[src/hw/rtl/rhc_pkg.sv]
// Shared widths, constants and pipeline word types for the RGB to HSL converter.
`timescale 1ns / 1ps

package rhc_pkg;

  localparam int COMP_W          = 8;
  localparam int HUE_W           = 16;
  localparam int SAT_W           = 17;
  localparam int SUM_W           = COMP_W + 1;
  localparam int HDIV_W          = COMP_W + 3;
  localparam int SDIV_W          = COMP_W;
  localparam int QBITS           = 16;
  localparam int STEPS_PER_STAGE = 2;
  localparam int DIV_STAGES      = QBITS / STEPS_PER_STAGE;

  localparam logic [SUM_W-1:0] SUM_FOLD = SUM_W'(2 * (2 ** COMP_W - 1));
  localparam logic [SUM_W-1:0] SUM_HALF = SUM_W'(2 ** COMP_W - 1);

  typedef struct packed {
    logic [HDIV_W-1:0] hrem;
    logic [HDIV_W-1:0] hdiv;
    logic [SDIV_W-1:0] srem;
    logic [SDIV_W-1:0] sdiv;
    logic [HUE_W-1:0]  hq;
    logic [SAT_W-1:0]  sq;
    logic [SUM_W-1:0]  sum;
  } div_word_t;

  typedef struct packed {
    logic      valid;
    div_word_t word;
  } div_pipe_t;

endpackage

[src/hw/rtl/rhc_in_if.sv]
// Pixel input channel: valid, ready and one RGB word.
`timescale 1ns / 1ps

interface rhc_in_if import rhc_pkg::*; ();
  logic              valid;
  logic              ready;
  logic [COMP_W-1:0] red;
  logic [COMP_W-1:0] green;
  logic [COMP_W-1:0] blue;

  modport source (output valid, red, green, blue, input ready);
  modport sink   (input valid, red, green, blue, output ready);
endinterface

[src/hw/rtl/rhc_out_if.sv]
// Result output channel: valid, ready and one HSL word.
`timescale 1ns / 1ps

interface rhc_out_if import rhc_pkg::*; ();
  logic             valid;
  logic             ready;
  logic [HUE_W-1:0] hue;
  logic [SAT_W-1:0] saturation;
  logic [SUM_W-1:0] lightness_sum;

  modport source (output valid, hue, saturation, lightness_sum, input ready);
  modport sink   (input valid, hue, saturation, lightness_sum, output ready);
endinterface

[src/hw/rtl/rgb_to_hsl_converter_core.sv]
// Top level: RGB to HSL pixel converter, front end plus pipelined dividers.
// Path from input accept to output valid: the front-end registers, then the DIV_STAGES divider stages.
// Throughput: one word per clock unless the output stalls; each divider stage yields 2 quotient bits per lane.
// A stalled output freezes every stage together, so no word is lost or repeated.
// Reset (rst_n low, synchronous) clears all stage valid bits; payload is not reset.
`timescale 1ns / 1ps

module rgb_to_hsl_converter_core import rhc_pkg::*; (
  input  logic      clk,
  input  logic      rst_n,
  rhc_in_if.sink    in_word,
  rhc_out_if.source out_word
);

  logic      adv;
  div_pipe_t pipe [DIV_STAGES+1];

  assign adv           = !pipe[DIV_STAGES].valid || out_word.ready;
  assign in_word.ready = adv;

  rhc_front u_front (
    .clk      (clk),
    .rst_n    (rst_n),
    .en       (adv),
    .in_valid (in_word.valid),
    .red      (in_word.red),
    .green    (in_word.green),
    .blue     (in_word.blue),
    .pipe_o   (pipe[0])
  );

  for (genvar i = 0; i < DIV_STAGES; i++) begin : g_div
    rhc_div_stage u_stage (
      .clk    (clk),
      .rst_n  (rst_n),
      .en     (adv),
      .pipe_i (pipe[i]),
      .pipe_o (pipe[i+1])
    );
  end

  assign out_word.valid         = pipe[DIV_STAGES].valid;
  assign out_word.hue           = pipe[DIV_STAGES].word.hq;
  assign out_word.saturation    = pipe[DIV_STAGES].word.sq;
  assign out_word.lightness_sum = pipe[DIV_STAGES].word.sum;

  a_reset_empty: assert property (@(posedge clk) !rst_n |=> !out_word.valid)
    else $error("output valid after reset");

  a_advance: assert property (@(posedge clk) disable iff (!rst_n)
    adv |=> out_word.valid == $past(pipe[DIV_STAGES-1].valid))
    else $error("valid bit lost or invented in last stage");

  a_sat_one: assert property (@(posedge clk) disable iff (!rst_n)
    out_word.valid && out_word.saturation[SAT_W-1] |-> out_word.saturation[SAT_W-2:0] == '0)
    else $error("saturation above one");

  a_black: assert property (@(posedge clk) disable iff (!rst_n)
    out_word.valid && out_word.lightness_sum == '0 |->
      out_word.hue == '0 && out_word.saturation == '0)
    else $error("black pixel with nonzero hue or saturation");

endmodule

[src/hw/rtl/rhc_front.sv]
// Front end: max/min, hue numerator and divisors, then first saturation quotient bit.
`timescale 1ns / 1ps

module rhc_front import rhc_pkg::*; (
  input  logic              clk,
  input  logic              rst_n,
  input  logic              en,
  input  logic              in_valid,
  input  logic [COMP_W-1:0] red,
  input  logic [COMP_W-1:0] green,
  input  logic [COMP_W-1:0] blue,
  output div_pipe_t         pipe_o
);

  logic              r_max;
  logic              g_max;
  logic [COMP_W-1:0] mx;
  logic [COMP_W-1:0] mn;
  logic [COMP_W-1:0] d;
  logic [SUM_W-1:0]  sum;
  logic [SUM_W-1:0]  fold;
  logic              grey;
  logic [HDIV_W-1:0] rx, gx, bx, dx, d6;
  logic [HDIV_W-1:0] num;
  logic [SDIV_W-1:0] den;

  logic              valid1_r;
  logic [HDIV_W-1:0] num_r, hdiv_r;
  logic [COMP_W-1:0] d_r;
  logic [SDIV_W-1:0] sdiv_r;
  logic [SUM_W-1:0]  sum_r;

  logic              q_top;
  div_word_t         word_nxt;
  div_pipe_t         pipe_r;

  always_comb begin
    r_max = (red >= green) && (red >= blue);
    g_max = (green >= blue);
    priority if (r_max) begin
      mx = red;
    end else if (g_max) begin
      mx = green;
    end else begin
      mx = blue;
    end
    mn   = (red <= green) ? ((red <= blue) ? red : blue) : ((green <= blue) ? green : blue);
    d    = mx - mn;
    sum  = {1'b0, mx} + {1'b0, mn};
    fold = SUM_FOLD - sum;
    grey = (d == '0);
    rx   = HDIV_W'(red);
    gx   = HDIV_W'(green);
    bx   = HDIV_W'(blue);
    dx   = HDIV_W'(d);
    d6   = (dx << 2) + (dx << 1);
    priority if (r_max) begin
      num = (green >= blue) ? (gx - bx) : (d6 - (bx - gx));
    end else if (g_max) begin
      num = (dx << 1) + bx - rx;
    end else begin
      num = (dx << 2) + rx - gx;
    end
    den = (sum <= SUM_HALF) ? sum[SDIV_W-1:0] : fold[SDIV_W-1:0];
  end

  // grey pixels get unit divisors so both quotients come out zero
  always_ff @(posedge clk) begin
    if (!rst_n) begin
      valid1_r <= 1'b0;
    end else if (en) begin
      valid1_r <= in_valid;
    end
    if (en) begin
      num_r  <= grey ? '0 : num;
      hdiv_r <= grey ? HDIV_W'(1) : d6;
      d_r    <= d;
      sdiv_r <= grey ? SDIV_W'(1) : den;
      sum_r  <= sum;
    end
  end

  always_comb begin
    q_top         = (d_r >= sdiv_r);
    word_nxt.hrem = num_r;
    word_nxt.hdiv = hdiv_r;
    word_nxt.srem = q_top ? (d_r - sdiv_r) : d_r;
    word_nxt.sdiv = sdiv_r;
    word_nxt.hq   = '0;
    word_nxt.sq   = {{(SAT_W-1){1'b0}}, q_top};
    word_nxt.sum  = sum_r;
  end

  always_ff @(posedge clk) begin
    if (!rst_n) begin
      pipe_r.valid <= 1'b0;
    end else if (en) begin
      pipe_r.valid <= valid1_r;
    end
    if (en) begin
      pipe_r.word <= word_nxt;
    end
  end

  assign pipe_o = pipe_r;

endmodule

[src/hw/rtl/rhc_div_stage.sv]
// One divider stage: STEPS_PER_STAGE restoring steps on the hue and saturation lanes.
`timescale 1ns / 1ps

module rhc_div_stage import rhc_pkg::*; (
  input  logic      clk,
  input  logic      rst_n,
  input  logic      en,
  input  div_pipe_t pipe_i,
  output div_pipe_t pipe_o
);

  div_word_t       w;
  logic [HDIV_W:0] ht;
  logic [SDIV_W:0] st;
  div_pipe_t       pipe_r;

  always_comb begin
    w  = pipe_i.word;
    ht = '0;
    st = '0;
    for (int i = 0; i < STEPS_PER_STAGE; i++) begin
      ht = {w.hrem, 1'b0};
      if (ht >= {1'b0, w.hdiv}) begin
        w.hrem = HDIV_W'(ht - {1'b0, w.hdiv});
        w.hq   = {w.hq[HUE_W-2:0], 1'b1};
      end else begin
        w.hrem = ht[HDIV_W-1:0];
        w.hq   = {w.hq[HUE_W-2:0], 1'b0};
      end
      st = {w.srem, 1'b0};
      if (st >= {1'b0, w.sdiv}) begin
        w.srem = SDIV_W'(st - {1'b0, w.sdiv});
        w.sq   = {w.sq[SAT_W-2:0], 1'b1};
      end else begin
        w.srem = st[SDIV_W-1:0];
        w.sq   = {w.sq[SAT_W-2:0], 1'b0};
      end
    end
  end

  always_ff @(posedge clk) begin
    if (!rst_n) begin
      pipe_r.valid <= 1'b0;
    end else if (en) begin
      pipe_r.valid <= pipe_i.valid;
    end
    if (en) begin
      pipe_r.word <= w;
    end
  end

  assign pipe_o = pipe_r;

endmodule
[src/flat_wrapper.sv]
// flat-port wrapper written by rule: the top's interface ports become plain ports
module rgb_to_hsl_converter_core_flat import rhc_pkg::*;
  (clk, rst_n, in_word_valid, in_word_red, in_word_green, in_word_blue, in_word_ready, out_word_valid, out_word_hue, out_word_saturation, out_word_lightness_sum, out_word_ready);
  rhc_in_if in_word_i ();
  rhc_out_if out_word_i ();
  input  logic clk;
  input  logic rst_n;
  input wire logic [$bits(in_word_i.valid)-1:0] in_word_valid;
  input wire logic [$bits(in_word_i.red)-1:0] in_word_red;
  input wire logic [$bits(in_word_i.green)-1:0] in_word_green;
  input wire logic [$bits(in_word_i.blue)-1:0] in_word_blue;
  output wire logic [$bits(in_word_i.ready)-1:0] in_word_ready;
  output wire logic [$bits(out_word_i.valid)-1:0] out_word_valid;
  output wire logic [$bits(out_word_i.hue)-1:0] out_word_hue;
  output wire logic [$bits(out_word_i.saturation)-1:0] out_word_saturation;
  output wire logic [$bits(out_word_i.lightness_sum)-1:0] out_word_lightness_sum;
  input wire logic [$bits(out_word_i.ready)-1:0] out_word_ready;
  assign in_word_i.valid = in_word_valid;
  assign in_word_i.red = in_word_red;
  assign in_word_i.green = in_word_green;
  assign in_word_i.blue = in_word_blue;
  assign in_word_ready = in_word_i.ready;
  assign out_word_valid = out_word_i.valid;
  assign out_word_hue = out_word_i.hue;
  assign out_word_saturation = out_word_i.saturation;
  assign out_word_lightness_sum = out_word_i.lightness_sum;
  assign out_word_i.ready = out_word_ready;
  rgb_to_hsl_converter_core u_core (.clk(clk), .rst_n(rst_n), .in_word(in_word_i), .out_word(out_word_i));
endmodule
[config.mk]
export PLATFORM = sky130hd
export DESIGN_NAME = rgb_to_hsl_converter_core_flat
export DESIGN_NICKNAME = d
export VERILOG_FILES = /design/src/hw/rtl/rhc_pkg.sv /design/src/hw/rtl/rhc_in_if.sv /design/src/hw/rtl/rhc_out_if.sv /design/src/hw/rtl/rgb_to_hsl_converter_core.sv /design/src/hw/rtl/rhc_front.sv /design/src/hw/rtl/rhc_div_stage.sv /design/src/flat_wrapper.sv
export SDC_FILE = /design/constraint.sdc
export NUM_CORES = 1
export LEC_CHECK = 0
export ABC_AREA = 1
export BUFFER_PORTS_ARGS = -buffer_cell sky130_fd_sc_hd__buf_2
export CAP_MARGIN = 20
export CORE_UTILIZATION = 45
export DETAILED_ROUTE_END_ITERATION = 10
export GPL_ROUTABILITY_DRIVEN = 1
export GPL_TIMING_DRIVEN = 0
export PLACE_DENSITY_LB_ADDON = 0.25
export SLEW_MARGIN = 0
export SYNTH_ARGS = -nofsm -noshare
export SYNTH_HDL_FRONTEND = slang
export SYNTH_HIERARCHICAL = 1
export SYNTH_SLANG_ARGS = --single-unit
[constraint.sdc]
create_clock -name clk -period 50.7 [get_ports clk]
set_input_delay 0 -clock clk [delete_from_list [all_inputs] [get_ports clk]]
set_output_delay 0 -clock clk [all_outputs]
set_load 0.005 [all_outputs]
==> run metrics, run 1 <==
WP data arrival between 6 and 7 ns; pin count of the biggest net entering global routing 72; WP data required just over 50 ns; Fillers roughly 8400; vias 31300; R2R setup slack about 47 ns; CP max FO 10; Post-Route WL slightly below 90 mm; Final Hold Viols 0; Syn Nets ~5300; CP startpoint kind input pin; warnings from Yosys 6; Core Rows between 100 and 150; GPL Wtd Cong 0.913; syn avg cell area approximately 8.6 sq um; cell count after synthesis approximately 4800; total CTS buffers 71; vias per std cell a little over 5; IO Port Bufs 71; post-DP HPWL ~70 mm; status completed; Area Overhead vs Synth 10.9%; Setup Buffers After CTS 0; area of the multi-input gates approximately 0.021 sq mm; Post-CTS Resized 0; initial antenna violation count 0; Worst Hold Class in2reg; WS Path Type in2reg; Post-route DRC 0; TritonCTS clock tree yes; H-tree Lvls 3; RSZ-0062 raised after global routing no; gr ovfl total 0; die height about 310 um; Register Area between 0.015 and 0.02 sq mm; GRT Resource Usage Total about a fifth; Setup TNS Final 0 ns; clock tree buffer depth 3; initial DRC count 1819; slowest stage delay, CP about 0.80 ns; Die Area roughly 0.093 sq mm; Final min period 6.35 ns; layout cells sized above 1 8.68%; final setup violation count 0; DR pass1 iterations 8; Slew @ Worst Pin 1.02 ns; maxcap violations 0; Setup crit end kind register; max_slew headroom 32.1%; DRT antenna net count 0; clk_lat worst skew 0.63 ns; I/O pin count 72; first-pass GRT wire length 148 mm; Die X-Extent approximately 310 um; max frequency approximately 0.16 GHz; CTS Root Cell clkbuf_16; vias in the first global route about 30000; ANT cells 0; final net count ~5400; slowest CP cell xor2_1; Core Footprint between 0.09 and 0.1 sq mm; post-route clock period utilization between 10 and 15%; wire per inst roughly 14 um; Clk pin slew, worst setup/hold paths around 0.060 ns; effective utilization at floorplan between 40% and 50%; final setup skew 0.0202 ns; CTS Sinks 594; Syn Std Cell Area approximately 0.041 sq mm; Slew Limit Fails 0
-- critical path: cells and delay by family --
kind	cells	cell delay, ns
AND/OR/NAND/NOR	16	2.16
XOR/XNOR	1	0.80
adder cells (fa/ha/maj)	4	1.60
AO/OA/AOI/OAI	6	1.22
buffers and inverters	5	1.02
-- area by class of cell --
| type | instances | area share (%) |
|---|---|---|
| Multi-Input combinational cell | 3479 | 45.2 |
| Buffer | 59 | 0.824 |
| Clock inverter | 47 | 1.22 |
| Tap cell | 1176 | 3.20 |
| Inverter | 678 | 5.59 |
| Clock buffer | 81 | 4.08 |
| Sequential cell | 594 | 38.6 |
| Timing Repair Buffer | 83 | 1.34 |
-- routing by layer --
layer / GRT usage (%) / wire, um
met1: 24.7 / 40900
met2: 33.8 / 43000
met3: 2.28 / 3060
met4: 6.85 / 2470
met5: 0 / 0
-- final timing paths --
kind,end,cells after the start,from
hold reg to reg,u_core/u_front/pipe_o[71]$_DFFE_PP_,0,u_core/u_front/num_r[2]$_SDFFCE_PN0P_
hold / removal,u_core/u_front/num_r[1]$_SDFFCE_PN0P_,5,in_word_green[1]
setup reg to reg,u_core/g_div[5].u_stage/pipe_o[69]$_SDFFCE_PN0P_,19,u_core/g_div[4].u_stage/pipe_o[58]$_DFFE_PP_
setup / recovery,u_core/u_front/num_r[9]$_SDFFCE_PN0P_,32,in_word_red[7]
-- cell usage in the layout (no fill, tap or decap), drive strengths merged, types with 124 or more instances in the layout --
cell type and n:
buf 125, edfxtp 584, nand2 1463, nand3 362, a21oi 254, o21ai 125
ha 392, nor2 327, inv 677, xor2 124
-- metrics by stage --
stage	hold slack [ns]	cells	cell area (sq um)	worst slack (ns)	util, %
2_1_floorplan	0.135	4810	41500	36.49	-
3_3_place_gp	0.224	6057	43300	30.67	47.7
3_5_place_dp	0.247	6066	43500	43.76	48.0
4_1_cts	0.0379	6197	46000	44.45	50.7
5_1_grt	0.104	6197	46000	43.91	50.7
6_report	0.0932	6197	46000	44.35	50.7
-- state kept, by name, summed over array words and instances, names as in the netlist --
| name | flops |
|---|---|
| u_core/u_front/valid1_r | 1 |
| u_core/u_front/d_r | 8 |
| u_core/u_front/sum_r | 8 |
| u_core/u_front/hdiv_r | 11 |
| u_core/u_front/num_r | 11 |
| u_core/g_div.u_stage/pipe_o | 498 |
| u_core/u_front/pipe_o | 49 |
| u_core/u_front/sdiv_r | 8 |
-- what timing repair did --
item | 4_1_cts | 5_1_grt
setup endpoints to repair | 0 | 0
hold buffers | 3 | 0
hold endpoints to repair | 10 | 0
Power of run 1 is left out: the tool's default activity adds up to more than one toggle a clock period on the data nets, which glitch-free logic cannot reach.
==> run 2: changes to the inputs <==
ABC_AREA = 0   (was 1)
clock period = 6.4 ns   (was 50.7 ns; I/O delays follow)
==> run 2 against run 1 <==
  * Sequential share of layout area rose by 1.8 points
  * First-iteration DRC count fell by 29%
  * Final area fell by 4.4%
  * Area after synthesis fell by 5.4%
  * Highest routed layer unchanged
  * Register-to-register slack got worse by 45 ns
==> run metrics, run 2 <==
ANT cells 0 (unchanged); effective utilization at floorplan 45.7% (about the same); Final Hold Viols 0 (unchanged); Core Rows 107 (-2.7%); beginning of the critical path in_word_red[0]; die height 297 um (-2.7%); reg2reg start u_core/g_div[4].u_stage/pipe_o[58]$_DFFE_PP_; max frequency roughly 0.17 GHz; GRT Resource Usage Total 17.8% (-1.6 points); DRT antenna net count 0 (unchanged); Clk pin slew, worst setup/hold paths 0.06 ns (about the same); Setup crit end kind register; vias 25900 (-17%); CP top delay family adder cells; I/O pin count 72 (unchanged); total CTS buffers 70 (-1.4%); status completed; Slew @ Worst Pin 0.807 ns (-0.208 ns); Post-route DRC 0 (unchanged); DR pass1 iterations 5 (-3); path depth of the worst reg2reg path 14 (-5); Die X-Extent 297 um (-2.7%); Syn Std Cell Area 0.0392 sq mm (-5.4%); Worst Hold Class in2reg; WS Path Type in2reg; H-tree Lvls 3 (unchanged); wire per inst 16.5 um (+14%); Die Area 0.0884 sq mm (-5.4%); met3 wire len 2.14 mm (-30%); initial DRC count 1296 (-29%); GPL Wtd Cong 0.897 (-1.8%); Syn Nets 3900 (-26%); gr ovfl total 0 (unchanged); layout cells sized above 1 12.8% (+4.2 points); wl on met1 35.4 mm (-13%); DP Worst Slack -1.49 ns (-45.25 ns); clock tree buffer depth 3 (unchanged); WP data required 6.73 ns (-44.43 ns); first-pass GRT wire length 130 mm (-12%); clk_lat worst skew 0.61 ns (-0.02 ns); worst setup margin 0.412 ns (-43.94 ns); Top Layer Used met4; slowest stage delay, CP 0.42 ns (-0.38 ns); worst reg2reg path endpoint u_core/g_div[5].u_stage/pipe_o[78]$_DFFE_PP_; CTS Root Cell clkbuf_16; post-route clock period utilization 93.6%; final setup violation count 0 (unchanged); max FFs per register 498 (unchanged); Area Overhead vs Synth 12.1%; Final min period 5.99 ns; max_slew headroom 45.8% (+14 points); syn avg cell area 11.4 sq um (+32%); maxcap violations 0 (unchanged); most frequent cells in the layout edfxtp_1 (584), ha_1 (389), inv_1 (301); warnings from Yosys 6 (unchanged); slowest CP cell fa_2; WL met2 39.2 mm (-8.8%); final net count 4074 (-25%); Core Footprint 0.0858 sq mm (-5.4%); IO Port Bufs 71 (unchanged); R2R setup slack 1.67 ns (-45.18 ns); vias per std cell 5.39 (+6.7%); Fillers 7670 (-9.2%); pin count of the biggest net entering global routing 72 (unchanged); vias in the first global route 26100 (-13%); CP startpoint kind input pin; CTS Sinks 594 (unchanged); Buf/Inv on CP 3 (-2); Post-Route WL 79.2 mm (-11%); Crit path depth 32 (unchanged); most common cell after layout, fill and taps aside edfxtp_1; Slew Limit Fails 0 (unchanged); WP data arrival 6.32 ns (-0.49 ns); initial antenna violation count 0 (unchanged); TritonCTS clock tree yes; post-DP HPWL 60.4 mm (-13%); cell count after synthesis 3441 (-28%); final setup skew 0.0268 ns (+0.00667 ns); cell mode on critical path ha_1; CP max FO 10 (unchanged); crit path to u_core/u_front/num_r[10]$_SDFFCE_PN0P_
## run 2: changes by cell type in the layout (fill, tap and decap cells not counted), moves of 71 or more
cell | before | now
inv_1 | 642 | 301
nand4_1 | 101 | 26
nand2_1 | 1422 | 202
xnor2_1 | 74 | 153
nand3_1 | 333 | 19
nand2b_1 | 4 | 75
nor2_1 | 299 | 218
## run 2: layer usage
| metal | up-vias | GRT usage, % |
|---|---|---|
| met5 | - | 0 |
| met4 | 0 | 6.30 |
| met3 | 134 | 2.45 |
| met2 | 329 | 31.7 |
| met1 | 12400 | 21.9 |
| li1 | 13100 | - |
## run 2: cell type report
class	instances	area, sq um	share of cell area (%)
clock inverters	39	469	1.07
well taps	1144	1430	3.25
inverters	303	1140	2.59
multi-input cells	2506	20300	46.2
repair buffers	105	798	1.82
plain buffers	35	239	0.543
clock buffers	84	1840	4.17
flip-flops and latches	594	17700	40.3
## run 2: stage by stage
stage / hold WS, ns / setup TNS, ns / area (sq um) / utilization, % / cells
final: 0.242 / 0 / 44000 / 51.3 / 4810
after detailed placement: 0.277 / -17.63 / 41300 / 48.1 / 4665
after floorplan: 0.128 / 0 / 39200 / - / 3441
after global placement: 0.261 / -130.79 / 41000 / 47.8 / 4656
after CTS: 0.161 / 0 / 43800 / 51.0 / 4795
after global routing: 0.206 / -0.0454 / 44000 / 51.3 / 4810
## run 2: worst min-delay path by stage
| stage | start | to | cells past startpoint |
|---|---|---|---|
| final | in_word_blue[0] | u_core/u_front/num_r[0]$_SDFFCE_PN0P_ | 5 |
| after global routing | in_word_green[1] | u_core/u_front/num_r[1]$_SDFFCE_PN0P_ | 5 |
| after CTS | in_word_green[1] | u_core/u_front/num_r[1]$_SDFFCE_PN0P_ | 5 |
| after detailed placement | in_word_valid | u_core/u_front/valid1_r$_SDFFE_PN0P_ | 3 |
| after global placement | in_word_valid | u_core/u_front/valid1_r$_SDFFE_PN0P_ | 3 |
| after floorplan | rst_n | u_core/g_div[0].u_stage/pipe_o[80]$_SDFFE_PN0P_ | 1 |
## run 2: worst register-to-register path, cell delays in order (launching register included)
cell and delay, ns:
edfxtp_1 0.52, fa_1 0.51, nand2b_1 0.10, a21boi_0 0.11
o211a_1 0.30, o31ai_4 0.44, mux2_2 0.42, ha_1 0.38
o21a_1 0.13, o211ai_1 0.08, o2bb2ai_1 0.18, o21ai_1 0.25
nand2_1 0.25, a2111oi_0 0.55, o21ba_2 0.24
## run 2: timing repair
item,4_1_cts,5_1_grt
hold endpoints to repair,10,0
pin swaps,4,7
gates resized for setup,26,34
setup buffers,6,16
endpoints found under the setup margin,14,5
hold buffers,3,0
Power of run 2 is left out for the same reason.
